File: src/rtl/core/atrm_pkg.sv
package atrm_pkg;

  localparam int NUM_PATTERNS  = 4;
  localparam int PATTERN_CHARS = 8;
  localparam int LINE_DEPTH    = 64;

  localparam int PAT_REGS  = 4;
  localparam int NPAT      = (NUM_PATTERNS < PAT_REGS) ? NUM_PATTERNS : PAT_REGS;
  localparam int POS_W     = $clog2(PATTERN_CHARS + 1);
  localparam int CHI_W     = (PATTERN_CHARS > 1) ? $clog2(PATTERN_CHARS) : 1;
  localparam int CNT_W     = $clog2(LINE_DEPTH);
  localparam int LEN_W     = 6;
  localparam int PAT_W     = 64;
  localparam int CFG_IDX_W = 3;
  localparam int CFG_W     = 64;

  localparam logic [7:0] CH_LF  = 8'h0A;
  localparam logic [7:0] CH_CR  = 8'h0D;
  localparam logic [7:0] CH_NUL = 8'h00;

  localparam logic [CFG_IDX_W-1:0] REG_PAT_LAST = 3'd3;
  localparam logic [CFG_IDX_W-1:0] REG_MODES    = 3'd4;
  localparam logic [CFG_IDX_W-1:0] REG_ACTIVE   = 3'd5;
  localparam logic [CFG_IDX_W-1:0] REG_PERM     = 3'd6;

  localparam logic [1:0] MODE_LINE  = 2'd1;
  localparam logic [1:0] MODE_MULTI = 2'd2;

  localparam logic [1:0] KIND_NONE  = 2'd0;
  localparam logic [1:0] KIND_BYTE  = 2'd1;
  localparam logic [1:0] KIND_EVENT = 2'd2;

  typedef enum logic [1:0] {
    ST_IDLE,
    ST_SEND_FIRST,
    ST_SEND_SECOND
  } ctrl_state_t;

  typedef struct packed {
    logic step;
    logic second;
  } dp_cmd_t;

  typedef struct packed {
    logic two;
  } dp_status_t;

  typedef struct packed {
    logic [1:0]       kind;
    logic [1:0]       idx;
    logic [7:0]       data;
    logic [LEN_W-1:0] len;
  } result_t;

  function automatic logic [LEN_W-1:0] to_len(input logic [CNT_W-1:0] cnt);
    logic [LEN_W+CNT_W-1:0] wide;
    wide = {{LEN_W{1'b0}}, cnt};
    return wide[LEN_W-1:0];
  endfunction

endpackage

File: src/rtl/core/atrm_ctrl.sv
module atrm_ctrl
  import atrm_pkg::*;
(
  input  logic       clk,
  input  logic       rst_n,
  input  logic       in_valid,
  output logic       in_ready,
  output logic       out_valid,
  input  logic       out_ready,
  input  dp_status_t status,
  output dp_cmd_t    cmd
);

  ctrl_state_t state_r, state_nxt;

  always_ff @(posedge clk) begin
    if (!rst_n) begin
      state_r <= ST_IDLE;
    end else begin
      state_r <= state_nxt;
    end
  end

  always_comb begin
    state_nxt  = state_r;
    in_ready   = 1'b0;
    out_valid  = 1'b0;
    cmd.step   = 1'b0;
    cmd.second = 1'b0;
    case (state_r)
      ST_IDLE: begin
        in_ready = 1'b1;
        if (in_valid) begin
          cmd.step  = 1'b1;
          state_nxt = ST_SEND_FIRST;
        end
      end
      ST_SEND_FIRST: begin
        out_valid = 1'b1;
        if (out_ready) begin
          state_nxt = status.two ? ST_SEND_SECOND : ST_IDLE;
        end
      end
      ST_SEND_SECOND: begin
        out_valid  = 1'b1;
        cmd.second = 1'b1;
        if (out_ready) begin
          state_nxt = ST_IDLE;
        end
      end
      default: begin
        state_nxt = ST_IDLE;
      end
    endcase
  end

endmodule

File: src/rtl/core/atrm_datapath.sv
module atrm_datapath
  import atrm_pkg::*;
(
  input  logic                 clk,
  input  logic                 rst_n,
  input  logic                 cfg_we,
  input  logic [CFG_IDX_W-1:0] cfg_index,
  input  logic [CFG_W-1:0]     cfg_wdata,
  input  logic [7:0]           in_rx_byte,
  input  dp_cmd_t              cmd,
  output dp_status_t           status,
  output logic [1:0]           out_kind,
  output logic [1:0]           out_pattern_index,
  output logic [7:0]           out_data_byte,
  output logic [LEN_W-1:0]     out_line_length,
  output logic                 out_locked,
  output logic                 out_last
);

  logic [PAT_W-1:0] pat_r [PAT_REGS];
  logic [7:0]       modes_r;
  logic [2:0]       active_r;
  logic [2:0]       perm_r;

  logic [POS_W-1:0] pos_r [NPAT];
  logic [POS_W-1:0] pos_nxt [NPAT];
  logic             cap_r, cap_nxt;
  logic [1:0]       cap_pat_r, cap_pat_nxt;
  logic [CNT_W-1:0] cnt_r, cnt_nxt;
  logic             lock_r, lock_nxt;

  result_t          res0_r, res0_nxt;
  result_t          res1_r, res1_nxt;
  logic             two_r, two_nxt;

  logic [POS_W-1:0] plen [NPAT];
  logic [2:0]       act;
  logic [2:0]       act_new;
  logic [NPAT-1:0]  arm_clr;

  logic [1:0]       p;
  logic [1:0]       mode;
  logic             eol;
  logic             ended;
  logic             emit_b;
  logic [CNT_W-1:0] cnt_run;
  logic [LEN_W-1:0] ev_len;
  logic [2:0]       first;
  logic             scan;
  logic             done;
  logic [7:0]       ch;

  always_comb begin
    for (int i = 0; i < NPAT; i++) begin
      logic found;
      found   = 1'b0;
      plen[i] = POS_W'(PATTERN_CHARS);
      for (int k = 0; k < PATTERN_CHARS; k++) begin
        if (!found && pat_r[i][8*k +: 8] == CH_NUL) begin
          found   = 1'b1;
          plen[i] = POS_W'(k);
        end
      end
    end
  end

  assign act     = (active_r > 3'(NPAT)) ? 3'(NPAT) : active_r;
  assign act_new = (cfg_wdata[2:0] > 3'(NPAT)) ? 3'(NPAT) : cfg_wdata[2:0];

  always_comb begin
    for (int i = 0; i < NPAT; i++) begin
      arm_clr[i] = cfg_we && cfg_index == REG_ACTIVE && 3'(i) >= act && 3'(i) < act_new;
    end
  end

  always_comb begin
    p       = cap_pat_r;
    mode    = modes_r[{p, 1'b0} +: 2];
    eol     = in_rx_byte == CH_CR || in_rx_byte == CH_LF;
    ended   = 1'b0;
    emit_b  = 1'b0;
    cnt_run = cnt_r;
    if (cap_r) begin
      case (mode)
        MODE_LINE: begin
          if (eol) begin
            ended = 1'b1;
          end else if (cnt_r < CNT_W'(LINE_DEPTH - 1)) begin
            cnt_run = cnt_r + CNT_W'(1);
            emit_b  = 1'b1;
          end
        end
        MODE_MULTI: begin
          if (!eol) begin
            cnt_run = cnt_r + CNT_W'(1);
            emit_b  = 1'b1;
            ended   = cnt_r >= CNT_W'(LINE_DEPTH - 2) || in_rx_byte == CH_NUL;
          end
        end
        default: begin
          ended = 1'b1;
        end
      endcase
    end
    ev_len = (mode == MODE_LINE || mode == MODE_MULTI) ? to_len(cnt_run) : '0;
    first  = ended ? ({1'b0, p} + 3'd1) : 3'd0;
    scan   = !cap_r || ended;

    cap_nxt     = cap_r && !ended;
    cap_pat_nxt = cap_pat_r;
    cnt_nxt     = cnt_run;
    lock_nxt    = ended ? 1'b0 : lock_r;
    done        = 1'b0;
    ch          = 8'h00;
    for (int i = 0; i < NPAT; i++) begin
      pos_nxt[i] = pos_r[i];
      if (scan && !done && 3'(i) >= first && 3'(i) < act) begin
        ch = pat_r[i][{pos_r[i][CHI_W-1:0], 3'b000} +: 8];
        if (pos_r[i] < plen[i] && in_rx_byte == ch) begin
          pos_nxt[i] = pos_r[i] + POS_W'(1);
          if (pos_nxt[i] == plen[i]) begin
            cap_nxt     = 1'b1;
            cap_pat_nxt = 2'(i);
            cnt_nxt     = '0;
            lock_nxt    = 3'(i) < perm_r;
            done        = 1'b1;
          end
        end else begin
          pos_nxt[i] = '0;
        end
      end
    end

    res0_nxt = '{kind: KIND_NONE, idx: 2'd0, data: 8'h00, len: '0};
    res1_nxt = '{kind: KIND_EVENT, idx: p, data: 8'h00, len: ev_len};
    if (emit_b) begin
      res0_nxt = '{kind: KIND_BYTE, idx: p, data: in_rx_byte, len: to_len(cnt_run)};
    end else if (ended) begin
      res0_nxt = res1_nxt;
    end
    two_nxt = emit_b && ended;
  end

  always_ff @(posedge clk) begin
    if (!rst_n) begin
      for (int i = 0; i < PAT_REGS; i++) begin
        pat_r[i] <= '0;
      end
      for (int i = 0; i < NPAT; i++) begin
        pos_r[i] <= '0;
      end
      modes_r   <= '0;
      active_r  <= '0;
      perm_r    <= '0;
      cap_r     <= 1'b0;
      cap_pat_r <= '0;
      cnt_r     <= '0;
      lock_r    <= 1'b0;
      two_r     <= 1'b0;
    end else if (cfg_we) begin
      if (cfg_index <= REG_PAT_LAST) begin
        pat_r[cfg_index[1:0]] <= cfg_wdata;
      end else if (cfg_index == REG_MODES) begin
        modes_r <= cfg_wdata[7:0];
      end else if (cfg_index == REG_ACTIVE) begin
        active_r <= cfg_wdata[2:0];
      end else if (cfg_index == REG_PERM) begin
        perm_r <= cfg_wdata[2:0];
      end
      for (int i = 0; i < NPAT; i++) begin
        if (arm_clr[i]) begin
          pos_r[i] <= '0;
        end
      end
    end else if (cmd.step) begin
      for (int i = 0; i < NPAT; i++) begin
        pos_r[i] <= pos_nxt[i];
      end
      cap_r     <= cap_nxt;
      cap_pat_r <= cap_pat_nxt;
      cnt_r     <= cnt_nxt;
      lock_r    <= lock_nxt;
      two_r     <= two_nxt;
    end
  end

  always_ff @(posedge clk) begin
    if (cmd.step) begin
      res0_r <= res0_nxt;
      res1_r <= res1_nxt;
    end
  end

  assign status.two = two_r;

  always_comb begin
    if (cmd.second) begin
      out_kind          = res1_r.kind;
      out_pattern_index = res1_r.idx;
      out_data_byte     = res1_r.data;
      out_line_length   = res1_r.len;
      out_last          = 1'b1;
    end else begin
      out_kind          = res0_r.kind;
      out_pattern_index = res0_r.idx;
      out_data_byte     = res0_r.data;
      out_line_length   = res0_r.len;
      out_last          = !two_r;
    end
    out_locked = lock_r;
  end

endmodule

File: src/rtl/core/at_response_matcher.sv
// Matches received modem bytes against up to four response patterns and
// captures what follows a match.
// Input channel: in_valid / in_ready carry one received byte (in_rx_byte).
// Result channel: out_valid / out_ready carry one result per item: kind,
// pattern index, captured byte, line length, lock flag and a last marker
// on the final result belonging to the byte.
// Each byte yields one result, or two when a multi-line capture emits its
// final byte and its completion event together.
// Latency: the first result is valid the cycle after the byte is taken.
// The controller takes a new byte only once every result of the previous
// one has gone, since the match and capture state of each byte depends on
// the last.
// All comparisons and the priority selection over the patterns run in the
// cycle in which the byte is taken, and their results are registered then.
// Configuration: cfg_we, cfg_index and cfg_wdata write one register per
// cycle; write only while no byte is in flight.
// Reset clears the patterns, modes, counts, match positions and any capture.
// A stalled receiver holds the current result; no byte is taken meanwhile.
module at_response_matcher
  import atrm_pkg::*;
(
  input  logic                 clk,
  input  logic                 rst_n,
  input  logic                 cfg_we,
  input  logic [CFG_IDX_W-1:0] cfg_index,
  input  logic [CFG_W-1:0]     cfg_wdata,
  input  logic                 in_valid,
  output logic                 in_ready,
  input  logic [7:0]           in_rx_byte,
  output logic                 out_valid,
  input  logic                 out_ready,
  output logic [1:0]           out_kind,
  output logic [1:0]           out_pattern_index,
  output logic [7:0]           out_data_byte,
  output logic [LEN_W-1:0]     out_line_length,
  output logic                 out_locked,
  output logic                 out_last
);

  dp_cmd_t    cmd;
  dp_status_t status;

  atrm_ctrl u_ctrl (
    .clk       (clk),
    .rst_n     (rst_n),
    .in_valid  (in_valid),
    .in_ready  (in_ready),
    .out_valid (out_valid),
    .out_ready (out_ready),
    .status    (status),
    .cmd       (cmd)
  );

  atrm_datapath u_datapath (
    .clk               (clk),
    .rst_n             (rst_n),
    .cfg_we            (cfg_we),
    .cfg_index         (cfg_index),
    .cfg_wdata         (cfg_wdata),
    .in_rx_byte        (in_rx_byte),
    .cmd               (cmd),
    .status            (status),
    .out_kind          (out_kind),
    .out_pattern_index (out_pattern_index),
    .out_data_byte     (out_data_byte),
    .out_line_length   (out_line_length),
    .out_locked        (out_locked),
    .out_last          (out_last)
  );

endmodule

File: config.mk
export PLATFORM = sky130hd
export DESIGN_NAME = at_response_matcher
export DESIGN_NICKNAME = d
export VERILOG_FILES = /design/src/rtl/core/atrm_pkg.sv /design/src/rtl/core/atrm_ctrl.sv /design/src/rtl/core/atrm_datapath.sv /design/src/rtl/core/at_response_matcher.sv
export SDC_FILE = /design/constraint.sdc
export NUM_CORES = 1
export LEC_CHECK = 0
export BUFFER_PORTS_ARGS = -buffer_cell sky130_fd_sc_hd__buf_4
export CORE_MARGIN = 10
export CORE_UTILIZATION = 52
export DETAILED_ROUTE_END_ITERATION = 8
export PLACE_DENSITY_LB_ADDON = 0.25
export SLEW_MARGIN = 25
export SYNTH_ARGS = -nofsm -noshare
export SYNTH_HDL_FRONTEND = slang
export SYNTH_SLANG_ARGS = --single-unit
File: constraint.sdc
create_clock -name clk -period 7.75 [get_ports clk]
set_input_delay 1.55 -clock clk [delete_from_list [all_inputs] [get_ports clk]]
set_output_delay 1.55 -clock clk [all_outputs]
set_load 0.02 [all_outputs]
==> summary.md <==
| Metric | Value |
|---|---|
| HPWL after detailed placement | 37.9 mm |
| Initial core utilization | 53.2% |
| Setup-failing EPs final | 0 |
| Synth warn | 0 |
| Peak supply drop | 0.000228 V |
| CTS clock-pin slew for the worst setup and hold paths | 60 ps |
| I/O pins | 102 |
| Logic pwr share | 9.3% |
| Crit path DAT | 4330 ps |
| Hold Crit Start | u_datapath.modes_r[0]$_SDFFE_PN0P_ |
| Die Wd | 200 um |
| Initial antenna violation count | 0 |
| Hold crit path type | reg2reg |
| Max Transition Viols Final | 0 |
| Synthesized cell area | 16900 sq um |
| FP Rows | 65 |
| Gr ovfl total | 0 |
| Post-Syn Nets | 1575 |
| R2r startpoint | u_datapath.pat_r[0][36]$_SDFFCE_PN0P_ |
| Hold WS | 462 ps |
| DR iter-0 viols | 1313 |
| Total die area | 40100 sq um |
| WL final | 50.2 mm |
| Slew HR | 31.5% |
| Final Cycle Share | 53.4% |
| Post-CTS setup buffer count | 0 |
| Final #Nets | 1653 |
| Area growth syn-to-layout | 13.1% |
| TritonCTS clock tree | built |
| Setup_tns | 0 ps |
| Sw frac | 24.5% |
| Power Density | 216 nW/um^2 |
| Crit path time final | 4140 ps |
| Final Hold Fails | 0 |
| Clk_skew | 19.1 ps |
| Unrepaired setup endpoints after global routing | no |
| Number of global-route vias before repair | 11800 |
| Number of synthesized flops with an enable pin | 294 |
| Leading area contributor after synthesis | edfxtp_1 |
| Synth unique cells | 85 |
| Core Box Area | 31800 sq um |
| Post-DR vias/cell | 6.12 |
| H-tree levels | 2 |
| Avg WL per Cell | 25.0 um |
| Clk sinks | 325 |
| DRT antenna net count | 0 |
| Max_cap viols | 0 |
| Post-synth ARST share | 0% |
| Pint | 3120 uW |
| Critical path fanouts, max | 5 |
| Clk root buf | clkbuf_16 |
| Top_reg_cell synth | edfxtp_1 |
| Sequential share of power | 50.6% |
| Clk pwr share | 40.0% |
| CP Launch Type | flip-flop |
| WS Path Type | reg2reg |
| Switch Pwr | 1010 uW |
| Status | finished clean |
| Top-count cell post-synth | edfxtp_1 |
| CTS Buf Count | 36 |
| Hold_buf cts | 0 |
| First-pass GRT wire length | 73.8 mm |
| Skew-Pair Late Insertion Delay | 540 ps |
| Syn avg cell area | 11.5 sq um |
| Top post-synthesis cells by count | edfxtp_1 (294), nor2_1 (181), nand2_1 (165) |
| Syn Inst Count | 1467 |
| Placer Congestion | 0.960 |
| PostCTS Resize Cnt | 0 |
| Die Span Y | 200 um |
| Port Buffer Count | 101 |
| Synth Register Bits | 325 |
| Fmax achieved | 0.242 GHz |
| First drt pass iteration count | 6 |
| Setup slack, reg-to-reg | 3610 ps |
| Synth area leaders | edfxtp_1 (52%), mux2i_1 (5.3%), mux4_2 (4.1%) |
| Via count | 12300 |
| Fraction of layout cells with a size suffix above 1 | 15.5% |
| DRC Markers | 0 |
| Register area share after synthesis | 55.9% |
| Critical Path End Type | flip-flop |
| Slew @ Worst Pin | 1030 ps |
| Setup crit start | u_datapath.pat_r[0][36]$_SDFFCE_PN0P_ |
| Leakage | 0.00753 uW |
| Largest net degree at the start of global routing | 127 |
| Worst EP required | 7950 ps |
| Diode count | 0 |
| Tot GR Track Use | 24.1% |
| Clk buf depth | 3 |
| Synth top area share | 52.2% |
## routing by layer
layer	global-route usage (%)	wire [um]
met3	5.54	4750
met4	8.71	1780
met2	39.3	23900
met5	0	0
met1	30.8	19700
## cell families after synthesis
group | Yosys count | share of synthesized area (%)
AO/OA/AOI/OAI | 168 | 7.12
multiplexers | 133 | 10.7
flip-flops | 325 | 55.9
adder cells (fa/ha/maj) | 28 | 2.07
XOR/XNOR | 25 | 1.29
AND/OR/NAND/NOR | 625 | 18.6
buffers and inverters | 163 | 4.36
## cell type report
| class | instances | area [sq um] |
|---|---|---|
| sequential | 325 | 9450 |
| clock inverter | 16 | 144 |
| inverter | 89 | 334 |
| fill | 2617 | 12700 |
| multi-input combinational | 979 | 6780 |
| tap | 435 | 544 |
| clock buffer | 47 | 1000 |
| timing repair buffer | 114 | 876 |
## flip-flops by register name, indices dropped and copies added, names as in the netlist
| name | flops |
|---|---|
| u_datapath.cnt_r | 6 |
| u_datapath.cap_r | 1 |
| u_datapath.status | 1 |
| u_ctrl.state_r | 2 |
| u_datapath.modes_r | 8 |
| u_datapath.perm_r | 3 |
| u_datapath.res0_r | 18 |
| u_datapath.res1_r | 8 |
| u_datapath.pat_r | 256 |
| u_datapath.cap_pat_r | 2 |
| u_datapath.out_locked | 1 |
| u_datapath.pos_r | 16 |
| u_datapath.active_r | 3 |
## power by group through the flow
stage,Clock [uW],Sequential (uW),Combinational (uW)
floorplan,0,2100,238
global placement,0,2120,373
detailed placement,0,2130,377
CTS,1670,2090,379
global route,1740,2100,411
finish,1650,2090,385
## critical path: stages (launching register included)
cell and delay, ps:
edfxtp_1 410, nor4_1 420, nand2_1 260, o211ai_1 250, a31o_2 260, ha_1 230, nor2b_1 120, o211ai_1 220
nand4_1 230, a22oi_1 230, nand4_2 200, nor4_1 450, nor2_1 170, nand2_1 90, o221ai_1 250
## cells in the final DEF (no fill, tap or decap), drive strengths merged, types with 7 or more instances in the layout
| master | Yosys | layout |
|---|---|---|
| and3 | 86 | 86 |
| and4 | 7 | 7 |
| mux2i | 89 | 89 |
| xnor2 | 13 | 13 |
| clkinv | 1 | 14 |
| nor2b | 22 | 22 |
| a21oi | 43 | 43 |
| nor2 | 181 | 181 |
| clkbuf | 49 | 47 |
| nand2 | 166 | 166 |
| ha | 28 | 28 |
| mux4 | 36 | 36 |
| a22oi | 33 | 33 |
| inv | 88 | 88 |
| buf | 25 | 114 |
| edfxtp | 294 | 294 |
| o211ai | 11 | 11 |
| nor3 | 11 | 11 |
| o21ai | 24 | 24 |
| and2 | 21 | 21 |
| nor4 | 67 | 67 |
| nand3 | 13 | 13 |
| dfxtp | 31 | 31 |
| mux2 | 8 | 8 |
| nand4 | 16 | 16 |
| nand2b | 12 | 12 |
| xor2 | 12 | 12 |
## through the flow
stage / setup WS (ps) / power [uW] / utilization [%] / area (sq um) / std cells
2_1_floorplan: 582 / 2340 / - / 16900 / 1467
3_3_place_gp: 3530 / 2500 / 56.5 / 18000 / 1941
3_5_place_dp: 3460 / 2500 / 56.5 / 18000 / 1941
4_1_cts: 3710 / 4140 / 60.1 / 19100 / 2004
5_1_grt: 3300 / 4250 / 60.2 / 19100 / 2005
6_report: 3610 / 4130 / 60.2 / 19100 / 2005
## final timing paths
kind / end / cells after the start
setup / recovery: u_datapath.pos_r[3][0]$_SDFFCE_PN0P_ / 14
hold / removal: u_datapath.modes_r[0]$_SDFFE_PN0P_ / 2
setup reg to reg: u_datapath.pos_r[3][0]$_SDFFCE_PN0P_ / 14
hold reg to reg: u_datapath.modes_r[0]$_SDFFE_PN0P_ / 2
No activity file was read; power rests on OpenSTA's default activity.
